**config.mk**
```make
export PLATFORM = sky130hd
export DESIGN_NAME = lifnu_cfg_regs
export DESIGN_NICKNAME = d
export VERILOG_FILES = /design/src/design/lifnu_pkg.sv /design/src/design/lifnu_cfg_regs.sv
export SDC_FILE = /design/constraint.sdc
export NUM_CORES = 1
export LEC_CHECK = 0
export BUFFER_PORTS_ARGS = -buffer_cell sky130_fd_sc_hd__clkbuf_2
export CAP_MARGIN = 20
export CORE_ASPECT_RATIO = 0.9
export CORE_MARGIN = 10
export CORE_UTILIZATION = 47
export CTS_CLUSTER_DIAMETER = 40
export DETAILED_ROUTE_END_ITERATION = 8
export GPL_ROUTABILITY_DRIVEN = 0
export PLACE_DENSITY = 0.83
export SLEW_MARGIN = 25
export SYNTH_ARGS = -nofsm -noshare
export SYNTH_HDL_FRONTEND = slang
export SYNTH_SLANG_ARGS = --single-unit
```
**constraint.sdc**
```tcl
create_clock -name clk -period 1.5 [get_ports clk]
set_clock_uncertainty 0.1 [all_clocks]
set_input_delay 0.15 -clock clk [delete_from_list [all_inputs] [get_ports clk]]
set_output_delay 0.15 -clock clk [all_outputs]
set_load 0.01 [all_outputs]
```
**src/design/lifnu_pkg.sv**
```systemverilog
// ----------------------------------------------------------------------------
// LIF neuron update: shared package
// Field widths, register map, reset values and the types that travel between
// the configuration block, the state memory and the update pipeline.
// ----------------------------------------------------------------------------
package lifnu_pkg;

	// Item field widths
	localparam int unsigned INDEX_W  = 10;
	localparam int unsigned DATA_W   = 32;
	localparam int unsigned DECAY_W  = 17;
	localparam int unsigned REFRAC_W = 8;
	localparam int unsigned SLOT_W   = 4;

	// Stream payload widths, padded to whole bytes
	localparam int unsigned S_TDATA_W = 112;
	localparam int unsigned M_TDATA_W = 104;

	// Store depth is bounded by the index field
	localparam int unsigned STORE_DEPTH_MAX = 2 ** INDEX_W;

	// Parameter defaults
	localparam int unsigned NEURONS_DEF      = 1024;
	localparam int unsigned MAX_DELAY_DEF    = 15;
	localparam int unsigned REFRAC_STEPS_DEF = 2;
	localparam logic [DATA_W-1:0] BASE_INDEX_DEF = '0;

	// Configuration port
	localparam int unsigned APB_ADDR_W = 5;
	localparam int unsigned APB_DATA_W = 32;

	typedef enum logic [2:0] {
		REG_MEMBRANE_DECAY = 3'd0,
		REG_REST_TERM      = 3'd1,
		REG_EXC_GAIN       = 3'd2,
		REG_INH_GAIN       = 3'd3,
		REG_EXC_DECAY      = 3'd4,
		REG_INH_DECAY      = 3'd5,
		REG_THRESHOLD      = 3'd6,
		REG_RESET_VOLTAGE  = 3'd7
	} reg_idx_t;

	// Register reset values
	localparam logic [DECAY_W-1:0] MEMBRANE_DECAY_RST = 17'd62259;
	localparam logic [DATA_W-1:0]  REST_TERM_RST      = 32'd0;
	localparam logic [DATA_W-1:0]  EXC_GAIN_RST       = 32'd65536;
	localparam logic [DATA_W-1:0]  INH_GAIN_RST       = 32'd65536;
	localparam logic [DECAY_W-1:0] EXC_DECAY_RST      = 17'd52429;
	localparam logic [DECAY_W-1:0] INH_DECAY_RST      = 17'd52429;
	localparam logic [DATA_W-1:0]  THRESHOLD_RST      = 32'd983040;
	localparam logic [DATA_W-1:0]  RESET_VOLTAGE_RST  = 32'd0;

	typedef struct packed {
		logic        [DECAY_W-1:0] membrane_decay;
		logic signed [DATA_W-1:0]  rest_term;
		logic signed [DATA_W-1:0]  exc_gain;
		logic signed [DATA_W-1:0]  inh_gain;
		logic        [DECAY_W-1:0] exc_decay;
		logic        [DECAY_W-1:0] inh_decay;
		logic signed [DATA_W-1:0]  threshold;
		logic signed [DATA_W-1:0]  reset_voltage;
	} cfg_t;

	// One memory word holds the whole state of a neuron
	typedef struct packed {
		logic signed [DATA_W-1:0]   membrane;
		logic signed [DATA_W-1:0]   exc_cur;
		logic signed [DATA_W-1:0]   inh_cur;
		logic        [REFRAC_W-1:0] refrac;
		logic        [DATA_W-1:0]   count;
	} neuron_state_t;

	typedef struct packed {
		logic               en;
		logic [INDEX_W-1:0] addr;
	} mem_rd_t;

	typedef struct packed {
		logic               en;
		logic [INDEX_W-1:0] addr;
		neuron_state_t      data;
	} mem_wr_t;

endpackage

```
**src/design/lifnu_cfg_regs.sv**
```systemverilog
// ----------------------------------------------------------------------------
// LIF neuron update: configuration registers
// APB-style register file holding the shared neuron and synapse constants.
// ----------------------------------------------------------------------------
module lifnu_cfg_regs (
	input  logic                                 clk,
	input  logic                                 arst_n,
	input  logic                                 psel,
	input  logic                                 penable,
	input  logic                                 pwrite,
	input  logic [lifnu_pkg::APB_ADDR_W-1:0]     paddr,
	input  logic [lifnu_pkg::APB_DATA_W-1:0]     pwdata,
	output logic [lifnu_pkg::APB_DATA_W-1:0]     prdata,
	output logic                                 pready,
	output lifnu_pkg::cfg_t                      cfg
);

	lifnu_pkg::cfg_t      cfg_q;
	lifnu_pkg::reg_idx_t  reg_sel;
	logic                 wr_en;

	assign reg_sel = lifnu_pkg::reg_idx_t'(paddr[lifnu_pkg::APB_ADDR_W-1:2]);
	assign pready  = 1'b1;
	assign wr_en   = psel && penable && pwrite && pready;
	assign cfg     = cfg_q;

	always_ff @(posedge clk or negedge arst_n) begin
		if (!arst_n) begin
			cfg_q.membrane_decay <= lifnu_pkg::MEMBRANE_DECAY_RST;
			cfg_q.rest_term      <= lifnu_pkg::REST_TERM_RST;
			cfg_q.exc_gain       <= lifnu_pkg::EXC_GAIN_RST;
			cfg_q.inh_gain       <= lifnu_pkg::INH_GAIN_RST;
			cfg_q.exc_decay      <= lifnu_pkg::EXC_DECAY_RST;
			cfg_q.inh_decay      <= lifnu_pkg::INH_DECAY_RST;
			cfg_q.threshold      <= lifnu_pkg::THRESHOLD_RST;
			cfg_q.reset_voltage  <= lifnu_pkg::RESET_VOLTAGE_RST;
		end else if (wr_en) begin
			unique case (reg_sel)
				lifnu_pkg::REG_MEMBRANE_DECAY: begin
					cfg_q.membrane_decay <= pwdata[lifnu_pkg::DECAY_W-1:0];
				end
				lifnu_pkg::REG_REST_TERM:     cfg_q.rest_term     <= pwdata;
				lifnu_pkg::REG_EXC_GAIN:      cfg_q.exc_gain      <= pwdata;
				lifnu_pkg::REG_INH_GAIN:      cfg_q.inh_gain      <= pwdata;
				lifnu_pkg::REG_EXC_DECAY: begin
					cfg_q.exc_decay <= pwdata[lifnu_pkg::DECAY_W-1:0];
				end
				lifnu_pkg::REG_INH_DECAY: begin
					cfg_q.inh_decay <= pwdata[lifnu_pkg::DECAY_W-1:0];
				end
				lifnu_pkg::REG_THRESHOLD:     cfg_q.threshold     <= pwdata;
				lifnu_pkg::REG_RESET_VOLTAGE: cfg_q.reset_voltage <= pwdata;
			endcase
		end
	end

	always_comb begin
		unique case (reg_sel)
			lifnu_pkg::REG_MEMBRANE_DECAY: prdata = 32'(cfg_q.membrane_decay);
			lifnu_pkg::REG_REST_TERM:      prdata = cfg_q.rest_term;
			lifnu_pkg::REG_EXC_GAIN:       prdata = cfg_q.exc_gain;
			lifnu_pkg::REG_INH_GAIN:       prdata = cfg_q.inh_gain;
			lifnu_pkg::REG_EXC_DECAY:      prdata = 32'(cfg_q.exc_decay);
			lifnu_pkg::REG_INH_DECAY:      prdata = 32'(cfg_q.inh_decay);
			lifnu_pkg::REG_THRESHOLD:      prdata = cfg_q.threshold;
			lifnu_pkg::REG_RESET_VOLTAGE:  prdata = cfg_q.reset_voltage;
		endcase
	end

endmodule

```
==> flow_summary.ini <==
[timing]
slew_violations = 0
setup_ws_ns = -0.473
fin_crit_sh_pct = 132
period_needed_ns = 1.97
setup_viol = 49
hold_viol_final = 0
max_freq_mhz = 507
rsz0062_at_grt = yes

[synth]
yosys-top-cells-count = mux2_2 (186), dfrtp_1 (177), mux2i_1 (66)
yosys.area.top_type = dfrtp_1
ys_seq_elements = 211
async_reset_ff_share_pct = 100
ys.flop_type = dfrtp_1
synth_most_common_cell = mux2_2
synth_cells = 671
netlist_area_um2 = 9740
synth_top_area_share_pct = 45.5
synth_nets = 713
ys_types = 31
ys_warn_count = 0
synth_edf_count = 0
ys_seq_area_share_pct = 54.7
avgSynthCellArea_um2 = 14.5
synthTopCellsByArea = dfrtp_1 (45%), mux2_2 (22%), dfstp_2 (9.2%), mux2i_1 (6.8%), mux2_4 (4.6%)

[global_routing]
grt.met1_usage_pct = 31.1
grt_start_max_net_pins = 42
grt_pass1_wl_mm = 52.5
use_met3_pct = 8.60
globalRouteMet2Util_pct = 40.2
grt_remaining_overflow = 0
antenna_found_initial = 2
grt_pass1_vias = 8594
track_usage_pct = 25.0
busiest_layer = met2

[clock_network]
numCtsBuffers = 30
root_buffer = clkbuf_16
clockBufferDepth = 3
cts_max_level = 1
worstSkewPairLatency_ns = 0.55
clk_pin_slew_ns = 0.07
cts.sinks = 211
cts_tree = done

[placed_design]
io_buffers = 282
place_inst = 1230
dpl.hpwl_mm = 22.8

[outcome]
status = complete, but fails checks
violations = negative setup slack

[layout]
n_fill_cell = 1255
final_cells = 1402
drive_above_1_share_pct = 68.8
antennaDiodeCount = 0
final_nets = 1165
final_core_util_pct = 72.1
largest_register_ffs = 211
area.growth.synth_to_final_pct = 49.3

[worst_setup_path]
rr_startpoint = cfg[117]
cp-startpoint = cfg[87]
start_kind = flop
path_class = reg -> out
worst_setup_path_end_kind = output port
r2r_cells = 3
critPathMaxFanout = 2
worst-endpoint-required_ns = 1.25
worstPathArrival_ns = 1.72

[power_and_ir_drop]
combPwrFrac_pct = 28.0
seqPwrFrac_pct = 37.5
ir_drop_mv = 1.17
p_sw_mw = 6.68
clockPowerShare_pct = 34.5
power_density_nw_per_um2 = 1460
swShare_pct = 31.5
intPower_mw = 14.5
power.leakage_nw = 7.23

[flow_run]
drv_cap = 0

[routing]
drt_iter0_drc = 556
drc = 0
wire_per_inst_um = 25.2
dr_total_vias = 8020
via_per_inst = 5.72
first_pass_iters = 5
wl_mm = 35.4
ant_nets = 0

[die]
core_area_um2 = 20200
start_util_pct = 48.3
rows = 49
die_h_um = 157
dieWidth_um = 172
io_pins = 286
die_area_um2 = 26900

[min_path]
hold_class = in -> async
## cell type report
| type | count | area, um^2 | share of cell area (%) |
|---|---|---|---|
| multi-input cells | 409 | 4410 | 30.3 |
| flip-flops and latches | 211 | 5320 | 36.6 |
| clock buffers | 34 | 807 | 5.55 |
| repair buffers | 469 | 3430 | 23.6 |
| well taps | 255 | 319 | 2.19 |
| clock inverters | 22 | 249 | 1.71 |
| inverters | 2 | 7.51 | 0.0516 |
## per-stage QoR
step           total power [mW]  instance area [um^2]  TNS, ns  setup WS (ns)  hold slack, ns
2_1_floorplan              10.2                  9740        0        0.00911          -0.246
3_3_place_gp               12.4                 12000   -12.49         -0.258          0.0145
3_5_place_dp               12.6                 12000   -15.85         -0.256          0.0171
4_1_cts                    20.7                 14200   -11.85         -0.470          0.0165
5_1_grt                    22.0                 14500   -14.88         -0.534          0.0318
6_report                   21.2                 14500   -12.25         -0.473          0.0161
## cell families (layout without fill, tap and decap cells)
| kind of cell | count (synthesis) | in the layout | share of synthesized area (%) |
|---|---|---|---|
| muxes | 291 | 291 | 34.0 |
| and+or+nand+nor | 35 | 35 | 2.49 |
| AOI/OAI and AO/OA | 82 | 82 | 6.13 |
| other | 1 | 1 | 0.0385 |
| DFF | 211 | 211 | 54.7 |
| buffers and inverters | 51 | 527 | 2.74 |
## placed cells by master, fill, tap and decap left out, types with 17 or more instances in the layout
master         instances
buf_4                128
o22ai_1               28
mux2i_1               62
clkbuf_2             226
dfrtp_1              177
dlygate4sd3_1         33
o22a_1                17
clkbuf_16             31
buf_12                20
buf_6                 30
mux2_4                39
buf_2                 21
mux2_2               177
dfstp_2               34
## per-layer routing
metal	up-vias	part of all wire [%]
met5	-	0.068
met4	4	3.1
met3	90	10
met2	420	47
met1	4064	40
li1	3442	-
## path summary, 6_finish.rpt
check,slack [ns],end
max,-0.47,prdata[6]
min,0.02,cfg[143]
max reg2reg,0.36,cfg[117]
min reg2reg,0.42,cfg[162]
max in group asynchronous,0.61,cfg[114]
min in group clk,0.23,cfg[204]
## critical path, cell delays in order, from the launching register on
cell      delay (ns)
dfstp_2         0.54
mux2i_1         0.09
a211oi_2        0.26
o22a_1          0.16
buf_2           0.13
## repair_timing
item                                    in CTS  in global routing
hold buffers                                33                  0
pin swaps                                   49                 25
gates resized for setup                     44                101
buffers inserted                            66                 23
endpoints found under the setup margin      41                 68
endpoints found under the hold margin      393                  0
## power by group through the flow
| stage | Combinational (mW) | Sequential [mW] | Clock (mW) |
|---|---|---|---|
| floorplan | 1.87 | 8.30 | 0 |
| CTS | 5.51 | 7.83 | 7.33 |
| detailed placement | 4.59 | 8.01 | 0 |
| global placement | 4.49 | 7.93 | 0 |
| finish | 5.92 | 7.95 | 7.30 |
| global route | 6.33 | 8.06 | 7.63 |
(Power assumes the default switching activity.)
